## src/hw/rtl/fr_pkg.sv

```systemverilog
// ----------------------------------------------------------------------------
// fr_pkg
// Shared constants and controller/datapath command and status types for the
// fraction reducer.
// ----------------------------------------------------------------------------
`default_nettype none

package fr_pkg;

  // default width of numerator and denominator
  localparam int unsigned VALUE_BITS_DEF = 31;

  // commands from the controller to the datapath
  typedef struct packed {
    logic load;      // capture a new fraction
    logic gcd_step;  // one binary gcd step
    logic div_init;  // form the divisor and clear the remainders
    logic div_step;  // one restoring division bit on both values
    logic out_load;  // write the result register
  } fr_cmd_t;

  // status from the datapath to the controller
  typedef struct packed {
    logic den_zero;  // captured denominator is zero
    logic gcd_done;  // one gcd operand has reached zero
    logic div_last;  // final division bit in progress
  } fr_status_t;

endpackage : fr_pkg

`default_nettype wire

```

## src/hw/rtl/fr_in_if.sv

```systemverilog
// ----------------------------------------------------------------------------
// fr_in_if
// Input channel: one fraction per transfer, valid/ready handshake.
// ----------------------------------------------------------------------------
`default_nettype none

interface fr_in_if #(
  parameter int unsigned VALUE_BITS = fr_pkg::VALUE_BITS_DEF
);
  logic                  valid;
  logic                  ready;
  logic [VALUE_BITS-1:0] numerator;
  logic [VALUE_BITS-1:0] denominator;

  modport source (output valid, output numerator, output denominator, input ready);
  modport sink   (input valid, input numerator, input denominator, output ready);
endinterface : fr_in_if

// ----------------------------------------------------------------------------
// fr_out_if
// Output channel: one reduced fraction per transfer, valid/ready handshake.
// ----------------------------------------------------------------------------
interface fr_out_if #(
  parameter int unsigned VALUE_BITS = fr_pkg::VALUE_BITS_DEF
);
  logic                  valid;
  logic                  ready;
  logic [VALUE_BITS-1:0] reduced_numerator;
  logic [VALUE_BITS-1:0] reduced_denominator;

  modport source (output valid, output reduced_numerator, output reduced_denominator,
                  input ready);
  modport sink   (input valid, input reduced_numerator, input reduced_denominator,
                  output ready);
endinterface : fr_out_if

`default_nettype wire

```

## src/hw/rtl/fraction_reducer.sv

```systemverilog
// ----------------------------------------------------------------------------
// fraction_reducer
// Reduces a fraction to lowest terms: binary gcd, then exact division of
// numerator and denominator by the gcd.
//
//   channel  direction  payload                                      handshake
//   in_i     in         numerator, denominator                       valid/ready
//   out_o    out        reduced_numerator, reduced_denominator       valid/ready
//
// One fraction at a time. An item passes through a load, the gcd steps
// (a subtract is always followed by a shift, each shift drops one operand
// bit), forming the divisor, one division step per quotient bit and the
// result write.
// A zero denominator skips straight to the result and gives 0/0.
// The result sits in its own register, so the next fraction is taken while
// the previous result still waits; reset clears only the control state.
// ----------------------------------------------------------------------------
`default_nettype none

module fraction_reducer #(
  parameter int unsigned VALUE_BITS = fr_pkg::VALUE_BITS_DEF
) (
  input  logic      clk_i,
  input  logic      rst_ni,
  fr_in_if.sink     in_i,
  fr_out_if.source  out_o
);
  import fr_pkg::*;

  fr_cmd_t    cmd;
  fr_status_t status;

  // control
  fr_controller u_ctrl (
    .clk_i       (clk_i),
    .rst_ni      (rst_ni),
    .in_valid_i  (in_i.valid),
    .in_ready_o  (in_i.ready),
    .out_valid_o (out_o.valid),
    .out_ready_i (out_o.ready),
    .cmd_o       (cmd),
    .status_i    (status)
  );

  // arithmetic
  fr_datapath #(
    .VALUE_BITS (VALUE_BITS)
  ) u_dp (
    .clk_i                 (clk_i),
    .cmd_i                 (cmd),
    .status_o              (status),
    .numerator_i           (in_i.numerator),
    .denominator_i         (in_i.denominator),
    .reduced_numerator_o   (out_o.reduced_numerator),
    .reduced_denominator_o (out_o.reduced_denominator)
  );

endmodule : fraction_reducer

`default_nettype wire

```

## src/hw/rtl/fr_datapath.sv

```systemverilog
// ----------------------------------------------------------------------------
// fr_datapath
// Binary gcd registers, two restoring dividers sharing one bit counter, and
// the result register.
// ----------------------------------------------------------------------------
`default_nettype none

module fr_datapath #(
  parameter int unsigned VALUE_BITS = fr_pkg::VALUE_BITS_DEF
) (
  input  logic                  clk_i,
  input  fr_pkg::fr_cmd_t       cmd_i,
  output fr_pkg::fr_status_t    status_o,
  input  logic [VALUE_BITS-1:0] numerator_i,
  input  logic [VALUE_BITS-1:0] denominator_i,
  output logic [VALUE_BITS-1:0] reduced_numerator_o,
  output logic [VALUE_BITS-1:0] reduced_denominator_o
);
  import fr_pkg::*;

  localparam int unsigned KW = $clog2(VALUE_BITS + 1);
  localparam int unsigned CW = $clog2(VALUE_BITS);

  logic [VALUE_BITS-1:0] a_q, a_d, b_q, b_d;
  logic [KW-1:0]         k_q, k_d;
  logic [VALUE_BITS-1:0] g_q, g_d;
  logic [VALUE_BITS-1:0] qn_q, qn_d, qd_q, qd_d;
  logic [VALUE_BITS-1:0] rn_q, rn_d, rd_q, rd_d;
  logic [CW-1:0]         cnt_q, cnt_d;
  logic                  den_zero_q, den_zero_d;
  logic [VALUE_BITS-1:0] res_num_q, res_num_d, res_den_q, res_den_d;

  logic [VALUE_BITS:0]   rn_sh, rd_sh, g_ext;
  logic                  rn_ge, rd_ge;

  // binary gcd: strip common twos, strip single twos, subtract odd values
  always_comb begin
    a_d        = a_q;
    b_d        = b_q;
    k_d        = k_q;
    den_zero_d = den_zero_q;
    if (cmd_i.load) begin
      a_d        = numerator_i;
      b_d        = denominator_i;
      k_d        = '0;
      den_zero_d = (denominator_i == '0);
    end else if (cmd_i.gcd_step) begin
      if (!a_q[0] && !b_q[0]) begin
        a_d = a_q >> 1;
        b_d = b_q >> 1;
        k_d = k_q + 1'b1;
      end else if (!a_q[0]) begin
        a_d = a_q >> 1;
      end else if (!b_q[0]) begin
        b_d = b_q >> 1;
      end else if (a_q >= b_q) begin
        a_d = a_q - b_q;
      end else begin
        b_d = b_q - a_q;
      end
    end
  end

  // restoring division, one quotient bit per cycle on both values
  assign g_ext = {1'b0, g_q};
  assign rn_sh = {rn_q, qn_q[VALUE_BITS-1]};
  assign rd_sh = {rd_q, qd_q[VALUE_BITS-1]};
  assign rn_ge = (rn_sh >= g_ext);
  assign rd_ge = (rd_sh >= g_ext);

  always_comb begin
    g_d   = g_q;
    qn_d  = qn_q;
    qd_d  = qd_q;
    rn_d  = rn_q;
    rd_d  = rd_q;
    cnt_d = cnt_q;
    if (cmd_i.load) begin
      qn_d = numerator_i;
      qd_d = denominator_i;
    end else if (cmd_i.div_init) begin
      // one operand is zero here, so the or gives the odd part of the gcd
      g_d   = (a_q | b_q) << k_q;
      rn_d  = '0;
      rd_d  = '0;
      cnt_d = CW'(VALUE_BITS - 1);
    end else if (cmd_i.div_step) begin
      rn_d  = rn_ge ? VALUE_BITS'(rn_sh - g_ext) : rn_sh[VALUE_BITS-1:0];
      rd_d  = rd_ge ? VALUE_BITS'(rd_sh - g_ext) : rd_sh[VALUE_BITS-1:0];
      qn_d  = {qn_q[VALUE_BITS-2:0], rn_ge};
      qd_d  = {qd_q[VALUE_BITS-2:0], rd_ge};
      cnt_d = cnt_q - 1'b1;
    end
  end

  // result register, zero denominator gives 0/0
  always_comb begin
    res_num_d = res_num_q;
    res_den_d = res_den_q;
    if (cmd_i.out_load) begin
      res_num_d = den_zero_q ? '0 : qn_q;
      res_den_d = den_zero_q ? '0 : qd_q;
    end
  end

  // payload registers
  always_ff @(posedge clk_i) begin
    a_q        <= a_d;
    b_q        <= b_d;
    k_q        <= k_d;
    g_q        <= g_d;
    qn_q       <= qn_d;
    qd_q       <= qd_d;
    rn_q       <= rn_d;
    rd_q       <= rd_d;
    cnt_q      <= cnt_d;
    den_zero_q <= den_zero_d;
    res_num_q  <= res_num_d;
    res_den_q  <= res_den_d;
  end

  // status back to the controller
  assign status_o.den_zero = den_zero_q;
  assign status_o.gcd_done = (a_q == '0) || (b_q == '0);
  assign status_o.div_last = (cnt_q == '0);

  assign reduced_numerator_o   = res_num_q;
  assign reduced_denominator_o = res_den_q;

endmodule : fr_datapath

`default_nettype wire

```

## src/hw/rtl/fr_controller.sv

```systemverilog
// ----------------------------------------------------------------------------
// fr_controller
// Sequencer for load, gcd, division and result phases; owns the handshakes.
// ----------------------------------------------------------------------------
`default_nettype none

module fr_controller (
  input  logic               clk_i,
  input  logic               rst_ni,
  input  logic               in_valid_i,
  output logic               in_ready_o,
  output logic               out_valid_o,
  input  logic               out_ready_i,
  output fr_pkg::fr_cmd_t    cmd_o,
  input  fr_pkg::fr_status_t status_i
);
  import fr_pkg::*;

  typedef enum logic [3:0] {
    ST_IDLE = 4'b0001,
    ST_GCD  = 4'b0010,
    ST_DIV  = 4'b0100,
    ST_EMIT = 4'b1000
  } fr_state_e;

  fr_state_e state_q, state_d;
  logic      out_valid_q, out_valid_d;
  logic      out_free;

  assign in_ready_o = (state_q == ST_IDLE);
  assign out_free   = !out_valid_q || out_ready_i;

  // next state and commands
  always_comb begin
    state_d = state_q;
    cmd_o   = '0;
    unique case (state_q)
      ST_IDLE: begin
        if (in_valid_i) begin
          cmd_o.load = 1'b1;
          state_d    = ST_GCD;
        end
      end
      ST_GCD: begin
        if (status_i.den_zero) begin
          state_d = ST_EMIT;
        end else if (status_i.gcd_done) begin
          cmd_o.div_init = 1'b1;
          state_d        = ST_DIV;
        end else begin
          cmd_o.gcd_step = 1'b1;
        end
      end
      ST_DIV: begin
        cmd_o.div_step = 1'b1;
        if (status_i.div_last) begin
          state_d = ST_EMIT;
        end
      end
      ST_EMIT: begin
        if (out_free) begin
          cmd_o.out_load = 1'b1;
          state_d        = ST_IDLE;
        end
      end
      default: begin
        state_d = ST_IDLE;
      end
    endcase
  end

  // output valid flag, held until the transfer
  always_comb begin
    out_valid_d = out_valid_q && !out_ready_i;
    if (cmd_o.out_load) begin
      out_valid_d = 1'b1;
    end
  end

  always_ff @(posedge clk_i or negedge rst_ni) begin
    if (!rst_ni) begin
      state_q     <= ST_IDLE;
      out_valid_q <= 1'b0;
    end else begin
      state_q     <= state_d;
      out_valid_q <= out_valid_d;
    end
  end

  assign out_valid_o = out_valid_q;

endmodule : fr_controller

`default_nettype wire
```

## src/flat_wrapper.sv

```systemverilog
// flat-port wrapper written by rule: the top's interface ports become plain ports
module fraction_reducer_flat import fr_pkg::*;
#(
  parameter int unsigned VALUE_BITS = fr_pkg::VALUE_BITS_DEF
)
  (clk_i, rst_ni, in_i_valid, in_i_numerator, in_i_denominator, in_i_ready, out_o_valid, out_o_reduced_numerator, out_o_reduced_denominator, out_o_ready);
  fr_in_if #(.VALUE_BITS(VALUE_BITS)) in_i_i ();
  fr_out_if #(.VALUE_BITS(VALUE_BITS)) out_o_i ();
  input  logic clk_i;
  input  logic rst_ni;
  input wire logic [$bits(in_i_i.valid)-1:0] in_i_valid;
  input wire logic [$bits(in_i_i.numerator)-1:0] in_i_numerator;
  input wire logic [$bits(in_i_i.denominator)-1:0] in_i_denominator;
  output wire logic [$bits(in_i_i.ready)-1:0] in_i_ready;
  output wire logic [$bits(out_o_i.valid)-1:0] out_o_valid;
  output wire logic [$bits(out_o_i.reduced_numerator)-1:0] out_o_reduced_numerator;
  output wire logic [$bits(out_o_i.reduced_denominator)-1:0] out_o_reduced_denominator;
  input wire logic [$bits(out_o_i.ready)-1:0] out_o_ready;
  assign in_i_i.valid = in_i_valid;
  assign in_i_i.numerator = in_i_numerator;
  assign in_i_i.denominator = in_i_denominator;
  assign in_i_ready = in_i_i.ready;
  assign out_o_valid = out_o_i.valid;
  assign out_o_reduced_numerator = out_o_i.reduced_numerator;
  assign out_o_reduced_denominator = out_o_i.reduced_denominator;
  assign out_o_i.ready = out_o_ready;
  fraction_reducer #(.VALUE_BITS(VALUE_BITS)) u_core (.clk_i(clk_i), .rst_ni(rst_ni), .in_i(in_i_i), .out_o(out_o_i));
endmodule
```

## config.mk

```make
export PLATFORM = sky130hd
export DESIGN_NAME = fraction_reducer_flat
export DESIGN_NICKNAME = d
export VERILOG_FILES = /design/src/hw/rtl/fr_pkg.sv /design/src/hw/rtl/fr_in_if.sv /design/src/hw/rtl/fraction_reducer.sv /design/src/hw/rtl/fr_datapath.sv /design/src/hw/rtl/fr_controller.sv /design/src/flat_wrapper.sv
export SDC_FILE = /design/constraint.sdc
export NUM_CORES = 1
export LEC_CHECK = 0
export ABC_AREA = 0
export BUFFER_PORTS_ARGS = -buffer_cell sky130_fd_sc_hd__buf_2
export CAP_MARGIN = 20
export CORE_UTILIZATION = 50
export DETAILED_ROUTE_END_ITERATION = 6
export GPL_ROUTABILITY_DRIVEN = 0
export PLACE_DENSITY_LB_ADDON = 0.1
export SYNTH_ARGS = -nofsm -noshare
export SYNTH_HDL_FRONTEND = slang
export SYNTH_SLANG_ARGS = --single-unit
```

## constraint.sdc

```tcl
create_clock -name clk_i -period 6.5 [get_ports clk_i]
set_input_delay 0 -clock clk_i [delete_from_list [all_inputs] [get_ports clk_i]]
set_output_delay 0 -clock clk_i [all_outputs]
set_load 0.02 [all_outputs]
```

==> results of run 1 <==
==> worst max-delay path, stage by stage, from the launching register on <==
cell	delay [ns]
edfxtp_1	0.49
inv_1	0.17
ha_1	0.28
o21ba_2	0.23
or4_1	0.42
a21boi_1	0.31
a211oi_1	0.23
o21ai_1	0.31
a31oi_1	0.31
nor3_2	0.92
buf_4	0.37
nand2_2	0.10
o21ai_1	0.19
==> placed cells by master, fill, tap and decap left out, drive strengths merged, types with 56 or more instances in the layout <==
| cell | instances |
|---|---|
| nand2 | 261 |
| xnor2 | 85 |
| nor2b | 93 |
| edfxtp | 285 |
| inv | 152 |
| nor2 | 295 |
| buf | 149 |
| a221oi | 56 |
| mux2i | 58 |
| o21ai | 78 |
| dlygate4sd3 | 68 |
| ha | 156 |
| a21oi | 134 |
==> power by group <==
part | switching, mW | internal [mW] | total [mW]
Clock | 0.806 | 1.10 | 1.91
Sequential | 0.404 | 2.78 | 3.19
Combinational | 4.14 | 2.32 | 6.46
==> final timing paths <==
path | from | end | slack [ns] | depth (start not counted)
worst max-delay path | u_core.u_dp.b_q[1] | u_core.u_dp.a_q[24] | 2.00 | 12
worst min register to register | u_core.u_ctrl.state_q[0] | u_core.u_ctrl.state_q[3] | 0.51 | 1
min in group asynchronous | rst_ni | u_core.u_ctrl.out_valid_o | 0.38 | 3
worst min-delay path | in_i_numerator[8] | u_core.u_dp.qn_q[8] | 0.31 | 4
max in group asynchronous | rst_ni | u_core.u_ctrl.state_q[0] | 5.85 | 3
worst max register to register | u_core.u_dp.b_q[1] | u_core.u_dp.a_q[24] | 2.00 | 12
==> through the flow <==
| stage | hold WS [ns] | std cells | power [mW] |
|---|---|---|---|
| floorplan | -0.296 | 2241 | 7.51 |
| global placement | -0.177 | 2813 | 9.35 |
| detailed placement | -0.176 | 2813 | 9.38 |
| CTS | 0.277 | 2944 | 11.4 |
| global route | 0.317 | 2945 | 12.1 |
| finish | 0.306 | 2945 | 11.5 |
==> metal layers <==
layer / wire [um] / track usage [%]
met1: 26200 / 36.5
met2: 31700 / 51.3
met5: 13 / 0
met4: 4430 / 18.9
met3: 4220 / 4.54
==> area by class of cell <==
| cell class | count | share of cell area (%) |
|---|---|---|
| clock inverter | 18 | 0.638 |
| inverter | 154 | 2.41 |
| timing repair buffer | 217 | 6.21 |
| sequential | 295 | 36.5 |
| multi-input combinational | 1677 | 47.6 |
| clock buffer | 45 | 3.88 |
| tap | 539 | 2.80 |
==> logic make-up (layout without fill, tap and decap cells) <==
group | after synthesis | in the layout | share of synthesized area [%]
and+or+nand+nor | 830 | 830 | 17.7
adders and majority gates | 160 | 160 | 9.54
DFF | 295 | 295 | 41.3
xor gates and xnor gates | 117 | 117 | 4.81
AOI/OAI and AO/OA | 471 | 471 | 14.7
buffers and inverters | 269 | 434 | 5.07
muxes | 99 | 99 | 6.85
==> what timing repair did <==
| action | CTS | global route |
|---|---|---|
| gates resized for setup | 0 | 0 |
| hold endpoints to repair | 132 | 0 |
| hold buffers | 68 | 0 |
| endpoints found under the setup margin | 0 | 0 |
==> qor.yml, run 1 <==
timing:
  finalClockSkew_ns: 0.0166
  rsz0062_at_grt: "no"
  hold_viol: 0
  setup_tns_ns: 0
  slew_headroom_pct: 28.7
  layout_worst_path_cycle_share_pct: 69.2
  setup_viol: 0
  worst_slew_pin_slew_ns: 1.07
  fmax_mhz: 222
  setup_ws_ns: 2.00
  finalCriticalPeriod_ns: 4.50
  finalMaxSlewViolations: 0
power_and_ir_drop:
  p_per_area_mw_per_mm2: 479
  vdd_drop_max_mv: 0.369
  p_leak_nw: 9.77
cts:
  cts-htree-levels: 2
  cts_tree: "yes"
  clk_pin_slew_ns: 0.06
  cts_buffers: 35
  insertion_delay_ns: 0.54
  cts_sinks: 295
  cts_buffer_depth: 3
  root_buffer: "clkbuf_16"
  post_cts_buffers: 0
floorplan:
  io_pins: 130
  die_h_um: 208
  fp.dieW_um: 208
  core_area_sq_mm: 0.0419
  rows: 75
  start_util_pct: 50.8
  dieArea_sq_mm: 0.0434
worst_setup_path:
  crit_type: "flop to flop"
  crit_arrival_ns: 4.88
  end_kind: "flop"
  cp_max_fo: 15
  start_kind: "flop"
  required_ns: 6.89
logic_synthesis:
  yosys.area.top_type: "edfxtp_1"
  synthTopCellsByArea: "edfxtp_1, ha_1, nor2_1"
  ys_top_cells_by_count: "nor2_1, edfxtp_1, nand2_1, ha_1, inv_1"
  synth_area_per_cell_sq_um: 9.50
  synth_top_area_share_pct: 40.2
  syn-instance-count: 2241
  ys_ff_latch: 295
  yosysSeqAreaShare_pct: 41.3
  synth-edff-count: 285
  synth_fp_nets: 2467
  yosys_warnings: 0
  ys.flop_type: "edfxtp_1"
  post-synth-top-count-cell: "nor2_1"
  synthesis.area_sq_mm: 0.0213
  synthArstFlopShare_pct: 1.69
  ys_types: 81
drt:
  wire_per_inst_um: 22.6
  viasPerCell: 6.10
  drtIter0Drc: 1654
  num_vias: 17953
  drc: 0
  dr.pass1.iters: 6
  ant_nets: 0
  wirelength_um: 66500
placed_design:
  port_buffers: 129
  hpwl_um: 49700
  place_ws_ns: 2.05
  place_area_sq_mm: 0.0223
global_route:
  antenna_found_initial: 1
  grt_pass1_wl_um: 102000
  grt_pass1_vias: 17838
  grt_max_degree: 94
  grt.total_usage_pct: 30.4
  grt_overflow: 0
cells_and_area:
  nFillCells: 3619
  layout-drive-gt1-share_pct: 11.6
  seq_area_sq_mm: 0.00879
  syn2layout_area_growth_pct: 13.2
  n_antenna_cell: 0
  multi_input_area_sq_mm: 0.0115
  final_cell_area_sq_mm: 0.0241
  utilization_pct: 57.5
  nets: 2606
status:
  run_status: "complete, no violations"
job:
  maxCapViolCount: 0
hold_path:
  worstHoldPathType: "input pin to flop"
Power figures use the tool's default switching activity.
==> inputs of run 2 (changes only) <==
Clock period 6.5 ns to 3.9 ns, I/O delays scaled along.
==> qor.yml, run 2 (synthesis results as in run 1) <==
timing:
  setup_viol: 0
  fmax_mhz: 263
  timing.hold.ws_ns: 0.275
  setup_tns_ns: 0
  finalCriticalPeriod_ns: 3.81
  layout_worst_path_cycle_share_pct: 97.7
  worst_slew_pin_slew_ns: 1.01
  finalMaxSlewViolations: 0
  rsz0062_at_grt: "no"
  slew_headroom_pct: 32.5
  setup_ws_ns: 0.0916
  hold_viol: 0
  finalClockSkew_ns: 0.0336
drt:
  drc: 0
  num_vias: 18356
  wirelength_um: 68500
  dr.pass1.iters: 6
  ant_nets: 0
  wire_per_inst_um: 22.6
  viasPerCell: 6.06
  drtIter0Drc: 1634
power_and_ir_drop:
  switching_share_pct: 45.2
  vdd_drop_max_mv: 0.666
  p_leak_nw: 10.2
  clkPwrFrac_pct: 16.5
  p_switching_mw: 9.18
  power_mw: 20.3
  p_int_mw: 11.1
  p_per_area_mw_per_mm2: 815
  power_frac_seq_pct: 25.6
  power_frac_comb_pct: 57.8
floorplan:
  die_h_um: 208
  core_area_sq_mm: 0.0419
  rows: 75
  io_pins: 130
  dieArea_sq_mm: 0.0434
  fp.dieW_um: 208
  start_util_pct: 50.8
worst_setup_path:
  crit_type: "flop to flop"
  end_kind: "flop"
  cp_cell_sequence: "inv_1, ha_1, buf_4, nor2_1, nand2_1, o221a_2, o21a_1, o21ai_0, a21oi_1, o31ai_1, xnor2_1, a22oi_1, o21ai_0"
  path_common_cell: "o21ai_0"
  required_ns: 4.21
  start_kind: "flop"
  reg2reg_depth: 13
  cpMaxStageDelayCell: "edfxtp_1"
  cp_max_fo: 6
  crit_arrival_ns: 4.11
  max_stage_delay_ns: 0.49
global_route:
  antenna_found_initial: 0
  grt_pass1_vias: 18412
  grt.total_usage_pct: 31.4
  grt_pass1_wl_um: 105000
  grt_overflow: 0
  grt_max_degree: 117
placed_design:
  place_ws_ns: 0.215
  port_buffers: 129
  place_area_sq_mm: 0.0230
  placed_cells: 2893
  hpwl_um: 52300
cells_and_area:
  syn2layout_area_growth_pct: 17.0
  utilization_pct: 59.4
  layout-drive-gt1-share_pct: 14.7
  n_antenna_cell: 0
  final_cell_area_sq_mm: 0.0249
  mostFrequentLayoutCells: "nor2_1, edfxtp_1, nand2_1"
  final_cells: 3030
  nFillCells: 3564
  nets: 2689
  mostFrequentLayoutCell: "nor2_1"
job:
  maxCapViolCount: 0
cts:
  post_cts_buffers: 0
  cts_sinks: 295
  cts_buffer_depth: 3
  root_buffer: "clkbuf_16"
  insertion_delay_ns: 0.56
  cts_tree: "yes"
  cts_buffers: 37
  cts-htree-levels: 2
  clk_pin_slew_ns: 0.06
status:
  run_status: "complete, no violations"
hold_path:
  hold_depth: 4
  worstHoldPathType: "input pin to flop"
## run 2: cell types whose count changed in the layout (fill, tap and decap cells not counted), moves of 2 or more
cell	previous run	this run
buf_4	19	88
clkinvlp_4	1	3
buf_12	0	11
dlygate4sd3_1	68	70
## run 2: routing by layer
| layer | vias up | share of wire [%] | global-route usage [%] |
|---|---|---|---|
| li1 | 8518 | - | - |
| met1 | 8795 | 39 | 38.1 |
| met2 | 807 | 48 | 52.5 |
| met3 | 236 | 6.2 | 4.56 |
| met4 | 0 | 7.0 | 20.2 |
| met5 | - | 0 | 0 |
## run 2: cell type report
| cell class | count | area (sq um) | share of cell area (%) |
|---|---|---|---|
| sequential | 295 | 8790 | 35.3 |
| clock buffer | 47 | 963 | 3.87 |
| multi-input combinational | 1677 | 11500 | 46.1 |
| tap | 539 | 674 | 2.71 |
| timing repair buffer | 298 | 2230 | 8.94 |
| inverter | 154 | 581 | 2.33 |
| clock inverter | 20 | 186 | 0.748 |
## run 2: power groups by stage
stage               Clock, mW  Combinational, mW  Sequential [mW]
detailed placement          0               11.2             5.22
finish                   3.35               11.7             5.21
CTS                      3.41               11.4             5.17
floorplan                   0               7.45             5.07
global placement            0               11.2             5.21
global route             3.52               12.5             5.25
## run 2: worst paths after layout
path,start,endpoint,slack (ns)
setup / recovery,u_core.u_dp.b_q[3],u_core.u_dp.b_q[29],0.09
hold / removal,in_i_denominator[17],u_core.u_dp.qd_q[17],0.27
setup reg to reg,u_core.u_dp.b_q[3],u_core.u_dp.b_q[29],0.09
hold reg to reg,u_core.u_ctrl.state_q[0],u_core.u_ctrl.state_q[3],0.53
max in group asynchronous,rst_ni,u_core.u_ctrl.state_q[0],3.25
min in group asynchronous,rst_ni,u_core.u_ctrl.state_q[1],0.39
## run 2: critical path: cells and delay by family, from the launching register on
kind	cells	cell delay, ns
AO/OA/AOI/OAI	7	1.99
XOR/XNOR	1	0.17
adder cells (fa/ha/maj)	1	0.25
buffers and inverters	2	0.30
flip-flops	1	0.49
AND/OR/NAND/NOR	2	0.36
## run 2: repair_timing
action | in CTS | in global routing
gates resized for setup | 0 | 5
endpoints found under the setup margin | 0 | 7
hold endpoints to repair | 133 | 0
hold buffers | 70 | 0
